$ cat src/bera_pkg.sv
// Shared types, constants and helper functions of the bit error rate accumulator.
package bera_pkg;

	localparam int WORD_W    = 8;
	localparam int BPW_W     = 4;
	localparam int CNT_W     = 32;
	localparam int BITS_W    = 36;
	localparam int REM_W     = 37;
	localparam int ERRS_W    = 4;
	localparam int DIV_STEPS = 32;
	localparam int STEP_W    = 5;
	localparam int ENTRY_W   = 3 * CNT_W;

	localparam logic [CNT_W-1:0] SAT32 = 32'hFFFF_FFFF;
	localparam logic [CNT_W-1:0] Q_ONE = 32'h8000_0000;

	localparam logic [BPW_W-1:0] BPW_RESET  = 4'd8;
	localparam logic [BPW_W-1:0] BPW_MAX    = 4'd8;
	localparam logic [BPW_W-1:0] BPW_MIN    = 4'd1;
	localparam logic             REG_BPW    = 1'b0;

	typedef enum logic [2:0] {
		ST_IDLE,
		ST_LOAD,
		ST_PREP,
		ST_DIV,
		ST_FINISH
	} bera_state_t;

	typedef struct packed {
		logic accept;
		logic load;
		logic prep;
		logic div_step;
		logic finish;
	} bera_cmd_t;

	typedef struct packed {
		logic idx_bad;
		logic out_free;
	} bera_status_t;

	function automatic logic [BPW_W-1:0] eff_width(input logic [BPW_W-1:0] bpw);
		logic [BPW_W-1:0] w;
		priority if (bpw == '0) begin
			w = BPW_MIN;
		end else if (bpw > BPW_MAX) begin
			w = BPW_MAX;
		end else begin
			w = bpw;
		end
		return w;
	endfunction

	function automatic logic [ERRS_W-1:0] count_errs(input logic [WORD_W-1:0] d,
			input logic [BPW_W-1:0] w);
		logic [ERRS_W-1:0] n;
		n = '0;
		for (int i = 0; i < WORD_W; i++) begin
			if (i < int'(w)) begin
				n = n + ERRS_W'(d[i]);
			end
		end
		return n;
	endfunction

endpackage

$ cat src/bera_ctrl.sv
// Controller state machine sequencing lookup, division and write-back of one transaction.
module bera_ctrl import bera_pkg::*; (
	input  logic         clk,
	input  logic         arst_n,
	input  logic         in_valid,
	output logic         in_ready,
	input  bera_status_t status,
	output bera_cmd_t    cmd
);

	bera_state_t       state_q, state_d;
	logic [STEP_W-1:0] step_q;

	always_ff @(posedge clk or negedge arst_n) begin
		if (!arst_n) begin
			state_q <= ST_IDLE;
			step_q  <= '0;
		end else begin
			state_q <= state_d;
			if (cmd.prep) begin
				step_q <= '0;
			end else if (cmd.div_step) begin
				step_q <= step_q + STEP_W'(1);
			end
		end
	end

	always_comb begin
		state_d  = state_q;
		cmd      = '0;
		in_ready = 1'b0;
		unique case (state_q)
			ST_IDLE: begin
				in_ready = 1'b1;
				if (in_valid) begin
					cmd.accept = 1'b1;
					state_d    = status.idx_bad ? ST_FINISH : ST_LOAD;
				end
			end
			ST_LOAD: begin
				cmd.load = 1'b1;
				state_d  = ST_PREP;
			end
			ST_PREP: begin
				cmd.prep = 1'b1;
				state_d  = ST_DIV;
			end
			ST_DIV: begin
				cmd.div_step = 1'b1;
				if (step_q == STEP_W'(DIV_STEPS - 1)) begin
					state_d = ST_FINISH;
				end
			end
			ST_FINISH: begin
				if (status.out_free) begin
					cmd.finish = 1'b1;
					state_d    = ST_IDLE;
				end
			end
			default: begin
				state_d = ST_IDLE;
			end
		endcase
	end

endmodule

$ cat src/bera_dp.sv
// Datapath: per-point table, error count, restoring divider and output register.
module bera_dp import bera_pkg::*; #(
	parameter int POINTS = 16
) (
	input  logic               clk,
	input  logic               arst_n,
	input  bera_cmd_t          cmd,
	output bera_status_t       status,
	input  logic [BPW_W-1:0]   bits_per_word,
	input  logic [WORD_W-1:0]  point_index,
	input  logic [WORD_W-1:0]  sent_word,
	input  logic [WORD_W-1:0]  received_word,
	output logic               out_valid,
	input  logic               out_ready,
	output logic [CNT_W-1:0]   ber_value,
	output logic               index_error
);

	localparam int IDX_W = (POINTS > 1) ? $clog2(POINTS) : 1;

	logic [ENTRY_W-1:0] mem [POINTS];
	logic [POINTS-1:0]  vld_q;
	logic [ENTRY_W-1:0] rd_s1;
	logic               rd_vld_s1;

	logic [IDX_W-1:0]   idx_q;
	logic               idx_bad_q;
	logic [WORD_W-1:0]  diff_q;
	logic [CNT_W-1:0]   err_q;
	logic [CNT_W-1:0]   words_q;
	logic [CNT_W-1:0]   ratio_q;
	logic [BITS_W-1:0]  bits_q;
	logic               big_q;
	logic [REM_W-1:0]   rem_q;
	logic [CNT_W-1:0]   quo_q;

	logic               out_valid_q;
	logic [CNT_W-1:0]   ber_q;
	logic               ierr_q;

	logic               idx_bad;
	logic [IDX_W-1:0]   idx_in;
	logic [BPW_W-1:0]   width;
	logic [CNT_W-1:0]   err_old;
	logic [CNT_W-1:0]   words_old;
	logic [CNT_W-1:0]   ratio_old;
	logic [CNT_W:0]     err_sum;
	logic [CNT_W-1:0]   err_new;
	logic [CNT_W:0]     words_p1;
	logic [BITS_W-1:0]  bits_new;
	logic               rem_ge;
	logic [REM_W-1:0]   rem_sub;
	logic [CNT_W-1:0]   ratio_new;
	logic [CNT_W-1:0]   words_new;

	assign idx_bad = {1'b0, point_index} >= (WORD_W + 1)'(POINTS);
	assign idx_in  = point_index[IDX_W-1:0];
	assign width   = eff_width(bits_per_word);

	assign err_old   = rd_vld_s1 ? rd_s1[3*CNT_W-1:2*CNT_W] : '0;
	assign words_old = rd_vld_s1 ? rd_s1[2*CNT_W-1:CNT_W]   : '0;
	assign ratio_old = rd_vld_s1 ? rd_s1[CNT_W-1:0]         : '0;

	assign err_sum  = {1'b0, err_old} + (CNT_W + 1)'(count_errs(diff_q, width));
	assign err_new  = err_sum[CNT_W] ? SAT32 : err_sum[CNT_W-1:0];
	assign words_p1 = {1'b0, words_old} + (CNT_W + 1)'(1);
	assign bits_new = BITS_W'(words_p1) * BITS_W'(width);

	assign rem_ge  = rem_q >= {1'b0, bits_q};
	assign rem_sub = rem_q - {1'b0, bits_q};

	always_comb begin
		priority if (err_q == '0) begin
			ratio_new = ratio_q;
		end else if (big_q || (quo_q > Q_ONE)) begin
			ratio_new = Q_ONE;
		end else begin
			ratio_new = quo_q;
		end
	end

	assign words_new = (words_q == SAT32) ? words_q : words_q + CNT_W'(1);

	assign status.idx_bad  = idx_bad;
	assign status.out_free = !out_valid_q || out_ready;

	always_ff @(posedge clk) begin
		if (cmd.finish && !idx_bad_q) begin
			mem[idx_q] <= {err_q, words_new, ratio_new};
		end
		if (cmd.accept && !idx_bad) begin
			rd_s1 <= mem[idx_in];
		end
	end

	always_ff @(posedge clk or negedge arst_n) begin
		if (!arst_n) begin
			vld_q       <= '0;
			out_valid_q <= 1'b0;
		end else begin
			if (cmd.finish && !idx_bad_q) begin
				vld_q[idx_q] <= 1'b1;
			end
			if (cmd.finish) begin
				out_valid_q <= 1'b1;
			end else if (out_ready) begin
				out_valid_q <= 1'b0;
			end
		end
	end

	always_ff @(posedge clk) begin
		if (cmd.accept) begin
			idx_q     <= idx_in;
			idx_bad_q <= idx_bad;
			diff_q    <= sent_word ^ received_word;
			if (!idx_bad) begin
				rd_vld_s1 <= vld_q[idx_in];
			end
		end
		if (cmd.load) begin
			err_q   <= err_new;
			words_q <= words_old;
			ratio_q <= ratio_old;
			bits_q  <= bits_new;
		end
		if (cmd.prep) begin
			big_q <= {(REM_W - CNT_W)'(0), err_q} >= {bits_q, 1'b0};
			rem_q <= REM_W'(err_q);
			quo_q <= '0;
		end
		if (cmd.div_step) begin
			rem_q <= rem_ge ? {rem_sub[REM_W-2:0], 1'b0} : {rem_q[REM_W-2:0], 1'b0};
			quo_q <= {quo_q[CNT_W-2:0], rem_ge};
		end
		if (cmd.finish) begin
			ber_q  <= idx_bad_q ? '0 : ratio_new;
			ierr_q <= idx_bad_q;
		end
	end

	assign out_valid   = out_valid_q;
	assign ber_value   = ber_q;
	assign index_error = ierr_q;

endmodule

$ cat src/bit_error_rate_accumulator_unit.sv
// Top level of the bit error rate accumulator: register port, controller and datapath.
// Each transaction names a test point, XORs the sent and received words over the low
// bits_per_word bits (0 acts as 1, above 8 as 8), adds the differing bits to the point's
// saturating error total and, when that total is nonzero, stores errors / bits seen as an
// unsigned Q1.31 ratio (saturated at one); the stored ratio is returned and the point's word
// count advances. An in-range transaction occupies the block from acceptance to the next
// possible acceptance: table read, operand setup, a restoring divider producing one quotient
// bit per cycle, and write-back, which waits until the result register is free. An
// out-of-range index goes straight to write-back, is reported with index_error set and
// ber_value zero, frees the input and changes nothing. The per-point table reads as zero
// after reset through one valid flag per point, so no clearing pass is needed. The result
// register lets a new transaction be accepted while the previous result waits.
module bit_error_rate_accumulator_unit import bera_pkg::*; #(
	parameter int POINTS = 16
) (
	input  logic                clk,
	input  logic                arst_n,
	input  logic                psel,
	input  logic                penable,
	input  logic                pwrite,
	input  logic [2:0]          paddr,
	input  logic [31:0]         pwdata,
	output logic [31:0]         prdata,
	output logic                pready,
	input  logic                in_valid,
	output logic                in_ready,
	input  logic [WORD_W-1:0]   point_index,
	input  logic [WORD_W-1:0]   sent_word,
	input  logic [WORD_W-1:0]   received_word,
	output logic                out_valid,
	input  logic                out_ready,
	output logic [CNT_W-1:0]    ber_value,
	output logic                index_error
);

	logic [BPW_W-1:0] bpw_q;
	bera_cmd_t        cmd;
	bera_status_t     status;

	assign pready = 1'b1;

	always_ff @(posedge clk or negedge arst_n) begin
		if (!arst_n) begin
			bpw_q <= BPW_RESET;
		end else if (psel && penable && pwrite && pready && (paddr[2] == REG_BPW)) begin
			bpw_q <= pwdata[BPW_W-1:0];
		end
	end

	assign prdata = (paddr[2] == REG_BPW) ? 32'(bpw_q) : '0;

	bera_ctrl u_ctrl (
		.clk      (clk),
		.arst_n   (arst_n),
		.in_valid (in_valid),
		.in_ready (in_ready),
		.status   (status),
		.cmd      (cmd)
	);

	bera_dp #(
		.POINTS (POINTS)
	) u_dp (
		.clk           (clk),
		.arst_n        (arst_n),
		.cmd           (cmd),
		.status        (status),
		.bits_per_word (bpw_q),
		.point_index   (point_index),
		.sent_word     (sent_word),
		.received_word (received_word),
		.out_valid     (out_valid),
		.out_ready     (out_ready),
		.ber_value     (ber_value),
		.index_error   (index_error)
	);

	a_busy_after_accept: assert property (@(posedge clk) disable iff (!arst_n)
		cmd.accept |=> !in_ready)
		else $error("input ready while a transaction is in flight");

	a_single_finish: assert property (@(posedge clk) disable iff (!arst_n)
		cmd.finish |=> !cmd.finish)
		else $error("transaction finished twice");

	a_finish_sets_valid: assert property (@(posedge clk) disable iff (!arst_n)
		cmd.finish |=> out_valid)
		else $error("finished transaction without result");

	a_index_error_zero: assert property (@(posedge clk) disable iff (!arst_n)
		(out_valid && index_error) |-> (ber_value == '0))
		else $error("index error with nonzero ratio");

	a_ratio_bound: assert property (@(posedge clk) disable iff (!arst_n)
		out_valid |-> (ber_value <= Q_ONE))
		else $error("ratio above one");

endmodule
$ cat config.mk
export PLATFORM = sky130hd
export DESIGN_NAME = bit_error_rate_accumulator_unit
export DESIGN_NICKNAME = d
export VERILOG_FILES = /design/src/bera_pkg.sv /design/src/bera_ctrl.sv /design/src/bera_dp.sv /design/src/bit_error_rate_accumulator_unit.sv
export SDC_FILE = /design/constraint.sdc
export NUM_CORES = 2
export LEC_CHECK = 0
export BUFFER_PORTS_ARGS = -buffer_cell sky130_fd_sc_hd__buf_2
export CAP_MARGIN = 0
export CORE_MARGIN = 2
export CORE_UTILIZATION = 55
export DETAILED_ROUTE_END_ITERATION = 8
export GPL_TIMING_DRIVEN = 0
export PLACE_DENSITY_LB_ADDON = 0.12
export SLEW_MARGIN = 25
export SYNTH_ARGS = -nofsm -noshare
export SYNTH_HDL_FRONTEND = slang
export SYNTH_SLANG_ARGS = --single-unit
$ cat constraint.sdc
create_clock -name clk -period 33.6 [get_ports clk]
set_input_delay 3.36 -clock clk [delete_from_list [all_inputs] [get_ports clk]]
set_output_delay 3.36 -clock clk [all_outputs]
set_load 0.01 [all_outputs]
After elaboration in Yosys (flattened, before gate mapping)
Memories as Yosys holds them, arrays and structs flattened. A register that Yosys moved wholly into a read port is not among the register bits.
Index checks and enable logic that the tools add are counted.
- RAM bits: 1536
- word-level logic and storage cells: 123
- bits of input ports: 66
- memories: 1
- register bits after elaboration: 278
- output and inout port bits: 68
- bitwise operators: 4
- multiply operators: 1
- order comparisons: 16
- add/sub/neg operators: 12
- equality and inequality tests: 9
- reduce and logical (&&, ||, !) cells: 18
- mux-type cells: 44
- memory list (memory ; depth ; width ; read ports ; clocked after memory_dff ; wr ports ; RTL line ; source):
    u_dp.mem ; 16 ; 96 ; 1 ; 1 ; 1 ; bera_dp.sv:21 ; logic [ENTRY_W-1:0] mem [POINTS];
- operator list (cell ; count):
    two-way mux 32 bit ; 7
    two-way mux 37 bit ; 3
    two-way mux 4 bit ; 10
    greater-or-equal comparator 32 x 37 -> 1 bit ; 1
    greater-or-equal comparator 37 x 36 -> 1 bit ; 1
    multiplier 33 x 4 -> 36 bit ; 1
    subtractor 36 bit ; 1
    adder 32 x 1 -> 33 bit (second input constant) ; 1
    adder 32 x 4 -> 33 bit ; 1
    adder 32 x 1 -> 32 bit (second input constant) ; 1
    == test 32 bit (second input constant) ; 1
    greater-than comparator 32 bit (second input constant) ; 1
    zero test 32 bit ; 1
    adder 4 x 1 -> 4 bit ; 6
    < comparator 3 x 4 -> 1 bit (first input constant) ; 4
    bitwise OR 16 bit ; 1
    two-way mux 1 bit ; 15
    one-hot mux 3 bit (5 select lines) ; 1
    two-way mux 3 bit ; 4
    < comparator 4 x 5 -> 1 bit (second input constant) ; 2
    two-way mux 5 bit ; 2
    greater-or-equal comparator 8 x 5 -> 1 bit (second input constant) ; 1
    < comparator 1 x 4 -> 1 bit (first input constant) ; 2
    < comparator 2 x 4 -> 1 bit (first input constant) ; 2
    other kinds (22) ; 34

Logic depth before layout (Yosys ltp)
- depth in word-level cells: 20
- gate-level depth with buffers: 37
- gate-level depth less buffers: 35

Hierarchy
From an unflattened synthesis, not the netlist that was laid out.
- cells, all modules: 4312
- area total of the unflattened synthesis: 80877.6 um2
- by module, submodules not included (module ; sequential area each (um2) ; area an instance (um2) ; cells each ; instances):
    bera_dp ; 56909.6 ; 79981.7 ; 4219 ; 1
    bera_ctrl ; 200.2 ; 465.4 ; 49 ; 1
    bit_error_rate_accumulator_unit ; 101.3 ; 430.4 ; 44 ; 1

Least setup slack after synthesis
No wires, ideal clock.
- kind: in2reg
- start: in out_ready
- end: reg u_dp.vld_q[0]
- library setup time: 0.106 ns
- data arrival time: 11.270 ns
- required time: 33.494 ns
- path slack: 22.223 ns
- cell stages on the path: 5
- buffers on the path: 0
- cells stage by stage: nand2b_1 -> nand3_1 -> or4_1 -> nor3_1 -> or2_2
- cells in the longest elaborated chain, start to end: 4
- ends and longest elaborated chain (what ; RTL line ; source):
    start: declaration ; bit_error_rate_accumulator_unit.sv:31 ; input logic out_ready,
    logical OR 1 bit ; bera_dp.sv:85 ; assign status.out_free = !out_valid_q || out_ready;
    two-way mux 1 bit ; bera_ctrl.sv:55 ; if (status.out_free) begin
    two-way mux 1 bit ; bera_ctrl.sv:32 ; unique case (state_q)
    logical AND 1 bit ; bera_dp.sv:101 ; if (cmd.finish && !idx_bad_q) begin
    end signal: assignment ; bera_dp.sv:98 ; vld_q <= '0;
    end signal: indexed assignment ; bera_dp.sv:102 ; vld_q[idx_q] <= 1'b1;
    end: declaration ; bera_dp.sv:22 ; logic [POINTS-1:0] vld_q;
Every way passes these cells.
A chain may end at the register's enable or synchronous reset.

Worst setup path in the final report
- start: reg u_dp.rd_vld_s1
- end: reg u_dp.bits_q[35], data pin
- cells in the longest elaborated chain, start to end: 3
- ends and longest elaborated chain (what ; RTL line ; source):
    start: declaration ; bera_dp.sv:24 ; logic rd_vld_s1;
    start signal: assignment ; bera_dp.sv:118 ; rd_vld_s1 <= vld_q[idx_in];
    two-way mux 32 bit ; bera_dp.sv:61 ; assign words_old = rd_vld_s1 ? rd_s1[2*CNT_W-1:CNT_W] : '0;
    named net u_dp.words_old[1] ; bera_dp.sv:45 ; logic [CNT_W-1:0] words_old;
    adder 32 x 1 -> 33 bit ; bera_dp.sv:66 ; assign words_p1 = {1'b0, words_old} + (CNT_W + 1)'(1);
    multiplier 33 x 4 -> 36 bit ; bera_dp.sv:67 ; assign bits_new = BITS_W'(words_p1) * BITS_W'(width);
    named net u_dp.bits_new[35] ; bera_dp.sv:50 ; logic [BITS_W-1:0] bits_new;
    end signal: assignment ; bera_dp.sv:125 ; bits_q <= bits_new;
    end: declaration ; bera_dp.sv:32 ; logic [BITS_W-1:0] bits_q;
The timed path passes the listed nets, and every way through them passes these cells.

==> impl_metrics.tcl <==
set metrics [dict create \
    cp.arrival_ns 9.98 \
    synthTopCellsByCount "edfxtp_1, mux4_2, nand2_1, clkbuf_1" \
    synthArstFlopShare_pct 1.52 \
    report.final.hold_viol_count 0 \
    status "finished, final reports clean" \
    drc_errors 0 \
    rows 140 \
    cp_max_fo 10 \
    place_ws_ns 24.28 \
    p_per_area_nw_per_um2 62.7 \
    dpl.cell_count 6529 \
    syn_to_final_growth_pct 15.6 \
    overflow 0 \
    chipHeight_um 387 \
    postRouteAntennaNets 0 \
    synth_compound_gate_area_share_pct 3.04 \
    r2r_start "u_dp.rd_vld_s1$_DFFE_PP_" \
    clkTransAtPathRegs_ns 0.06 \
    yosysUniqueCellTypes 86 \
    reg2reg_slack_ns 24.18 \
    cts_made_buffers 190 \
    firstDrtPassIters 5 \
    cp_top_family "buffers and inverters" \
    synth_top_cell_by_area "edfxtp_1" \
    fin_cells 6885 \
    gp_congestion 0.897 \
    ios 134 \
    hold_depth 1 \
    synth_xor_area_share_pct 1.80 \
    hold_buffers 0 \
    track_usage_pct 27.6 \
    ff_latch_area_um2 57200 \
    vias_per_cell 6.29 \
    ys_ff_latch 1910 \
    synth_flop_cell "edfxtp_1" \
    ctsLongestPathBuffers 3 \
    cpMostUsedCell "clkbuf_1" \
    fp.dieArea_um2 150000 \
    worstReg2RegEnd "u_dp.bits_q[35]$_DFFE_PP_" \
    synth-adder-area-share_pct 3.55 \
    cts_setup_buffers 0 \
    synth.mux.area_fraction_pct 13.8 \
    ff2ff_path_depth 29 \
    syn_inst 4326 \
    worst_slew_pin_slew_ns 1.08 \
    relSlewSlack_pct 28.2 \
    total_leakage_power_nw 32.1 \
    die_w_um 387 \
    root_buffer "clkbuf_16" \
    cts.sinks 1910 \
    initial_core_util_pct 55.5 \
    critical_path_class "register to register" \
    synth_area_per_cell_um2 18.7 \
    peakVddDrop_v 0.0000543 \
    tns_ns 0 \
    slowest_stage "clkbuf_1" \
    fmax_ghz 0.106 \
    grt_max_degree 43 \
    period_needed_ns 9.42 \
    slew_violations 0 \
    hpwl_um 140000 \
    drv_cap 0 \
    grt_pass1_vias 43662 \
    clock_latency_ns 0.84 \
    vias 43277 \
    startpoint_type "register" \
    wirelength_um 206000 \
    synth_top_family_by_area "multiplexers" \
    yosys.area_share.simple_pct 5.16 \
    fin_ws_ns 24.18 \
    critPathMaxStageDelay_ns 0.87 \
    antenna_found_initial 2 \
    setup-violations-final 0 \
    grt_pass1_wl_um 299000 \
    synth-edff-count 1881 \
    cts-htree-levels 4 \
    path_buf_inv 7 \
    critPathRequiredTime_ns 34.16 \
    core-area_um2 146000 \
    min_to "u_dp.vld_q[2]$_DFFE_PN0P_" \
    yosysMostFrequentCell "edfxtp_1" \
    synthTopCellsByArea "edfxtp_1, mux4_2, ha_1" \
    multi_input_area_um2 22500 \
    n_fill_cell 9909 \
    hold_path.class "register to register" \
    skew_ns 0.0537 \
    cts_tree "done" \
    rsz0062_at_grt "no" \
    cts_resized 0 \
    post_drt_wl_per_cell_um 29.9 \
    fin_nets 5062 \
    portBuffers 74 \
    drive_gt1_share_pct 24.6 \
    fin_crit_sh_pct 28.0 \
    seq_area_frac_synth_pct 70.8 \
    synth_top_area_share_pct 69.9 \
    syn_area_um2 80800 \
    yosys_warnings 0 \
    end_kind "register" \
    drt-initial-drc-count 5351 \
    hold_start "u_dp.vld_q[2]$_DFFE_PN0P_" \
]
[logic make-up (layout without fill, tap and decap cells)]
group / after synthesis / count (layout)
compound gates: 376 / 376
xor+xnor: 165 / 165
fa+ha+maj: 191 / 191
buf+inv: 355 / 967
flops: 1910 / 1910
mux: 506 / 506
other cells: 2 / 32
simple gates: 821 / 821
[metrics by stage]
stage	power [mW]	utilization, %	instance area (µm²)	hold slack [ns]
6_report	5.85	64.1	93400	0.460
5_1_grt	6.06	64.1	93400	0.478
4_1_cts	5.87	64.0	93300	0.463
3_5_place_dp	3.76	59.7	87000	0.449
3_3_place_gp	3.74	57.4	83700	0.446
2_1_floorplan	3.47	-	80900	0.434
[worst register-to-register path: cells and delay by family, from the launching register on]
family | cells | cell delay (ns)
xor+xnor | 2 | 0.42
simple gates | 10 | 2.03
fa+ha+maj | 4 | 1.58
buf+inv | 7 | 3.30
compound gates | 6 | 1.47
flops | 1 | 0.37
[power breakdown]
| group | internal (mW) | switching [mW] | leakage [nW] |
|---|---|---|---|
| Combinational | 0.329 | 0.546 | 11.5 |
| Clock | 1.22 | 0.908 | 3.05 |
| Sequential | 2.78 | 0.0686 | 17.6 |
[final cells by class]
class | count | area share [%]
Sequential cell | 1910 | 61.2
Buffer | 218 | 1.14
Clock buffer | 242 | 5.41
Multi-Input combinational cell | 2088 | 24.1
Timing Repair Buffer | 260 | 3.69
Antenna cell | 3 | 0.00803
Inverter | 137 | 0.550
Clock inverter | 110 | 1.29
Tap cell | 1917 | 2.57
[layout by cell type (no fill, tap or decap), drive strengths merged, types with 34 or more instances in the layout]
cell type	count
a21o	37
clkinv	83
nor3	39
ha	127
nand3	54
a22o	34
and2	69
mux4	485
inv	141
fa	64
buf	336
edfxtp	1881
xnor2	104
nand2	254
nand4	37
clkbuf	384
nor2b	80
and3	52
o21ai	93
nor2	137
xor2	61
a21oi	104
[routing by layer]
layer	wire (µm)	GRT usage (%)	vias to the layer above
li1	-	-	18199
met1	82700	38.7	22706
met2	100000	44.6	2021
met3	16600	4.90	351
met4	6260	8.86	0
met5	0	0	-
[sequential cells by signal (all words and copies together) (netlist names), 3 cells and up]
register        count
u_dp.bits_q        36
u_dp.ber_value     32
u_ctrl.state_q      3
u_dp.vld_q         16
u_dp.rem_q         37
u_dp.words_q       32
u_dp.rd_s1         96
u_dp.diff_q         8
u_dp.err_q         32
u_ctrl.step_q       5
u_dp.ratio_q       32
u_dp.mem         1536
u_dp.idx_q          4
u_dp.quo_q         32
bpw_q               4
[worst max path at each step]
stage	startpoint	endpoint	slack, ns	depth (start not counted)
after global routing	u_dp.rd_vld_s1$_DFFE_PP_	u_dp.bits_q[35]$_DFFE_PP_	23.71	29
after global placement	out_ready	u_dp.vld_q[12]$_DFFE_PN0P_	11.50	7
after detailed placement	u_dp.rd_vld_s1$_DFFE_PP_	u_dp.bits_q[35]$_DFFE_PP_	24.28	29
final	u_dp.rd_vld_s1$_DFFE_PP_	u_dp.bits_q[35]$_DFFE_PP_	24.18	29
after floorplan	out_ready	u_dp.vld_q[0]$_DFFE_PN0P_	22.22	5
after CTS	u_dp.rd_vld_s1$_DFFE_PP_	u_dp.bits_q[35]$_DFFE_PP_	24.21	29
Power figures use the tool's default switching activity.
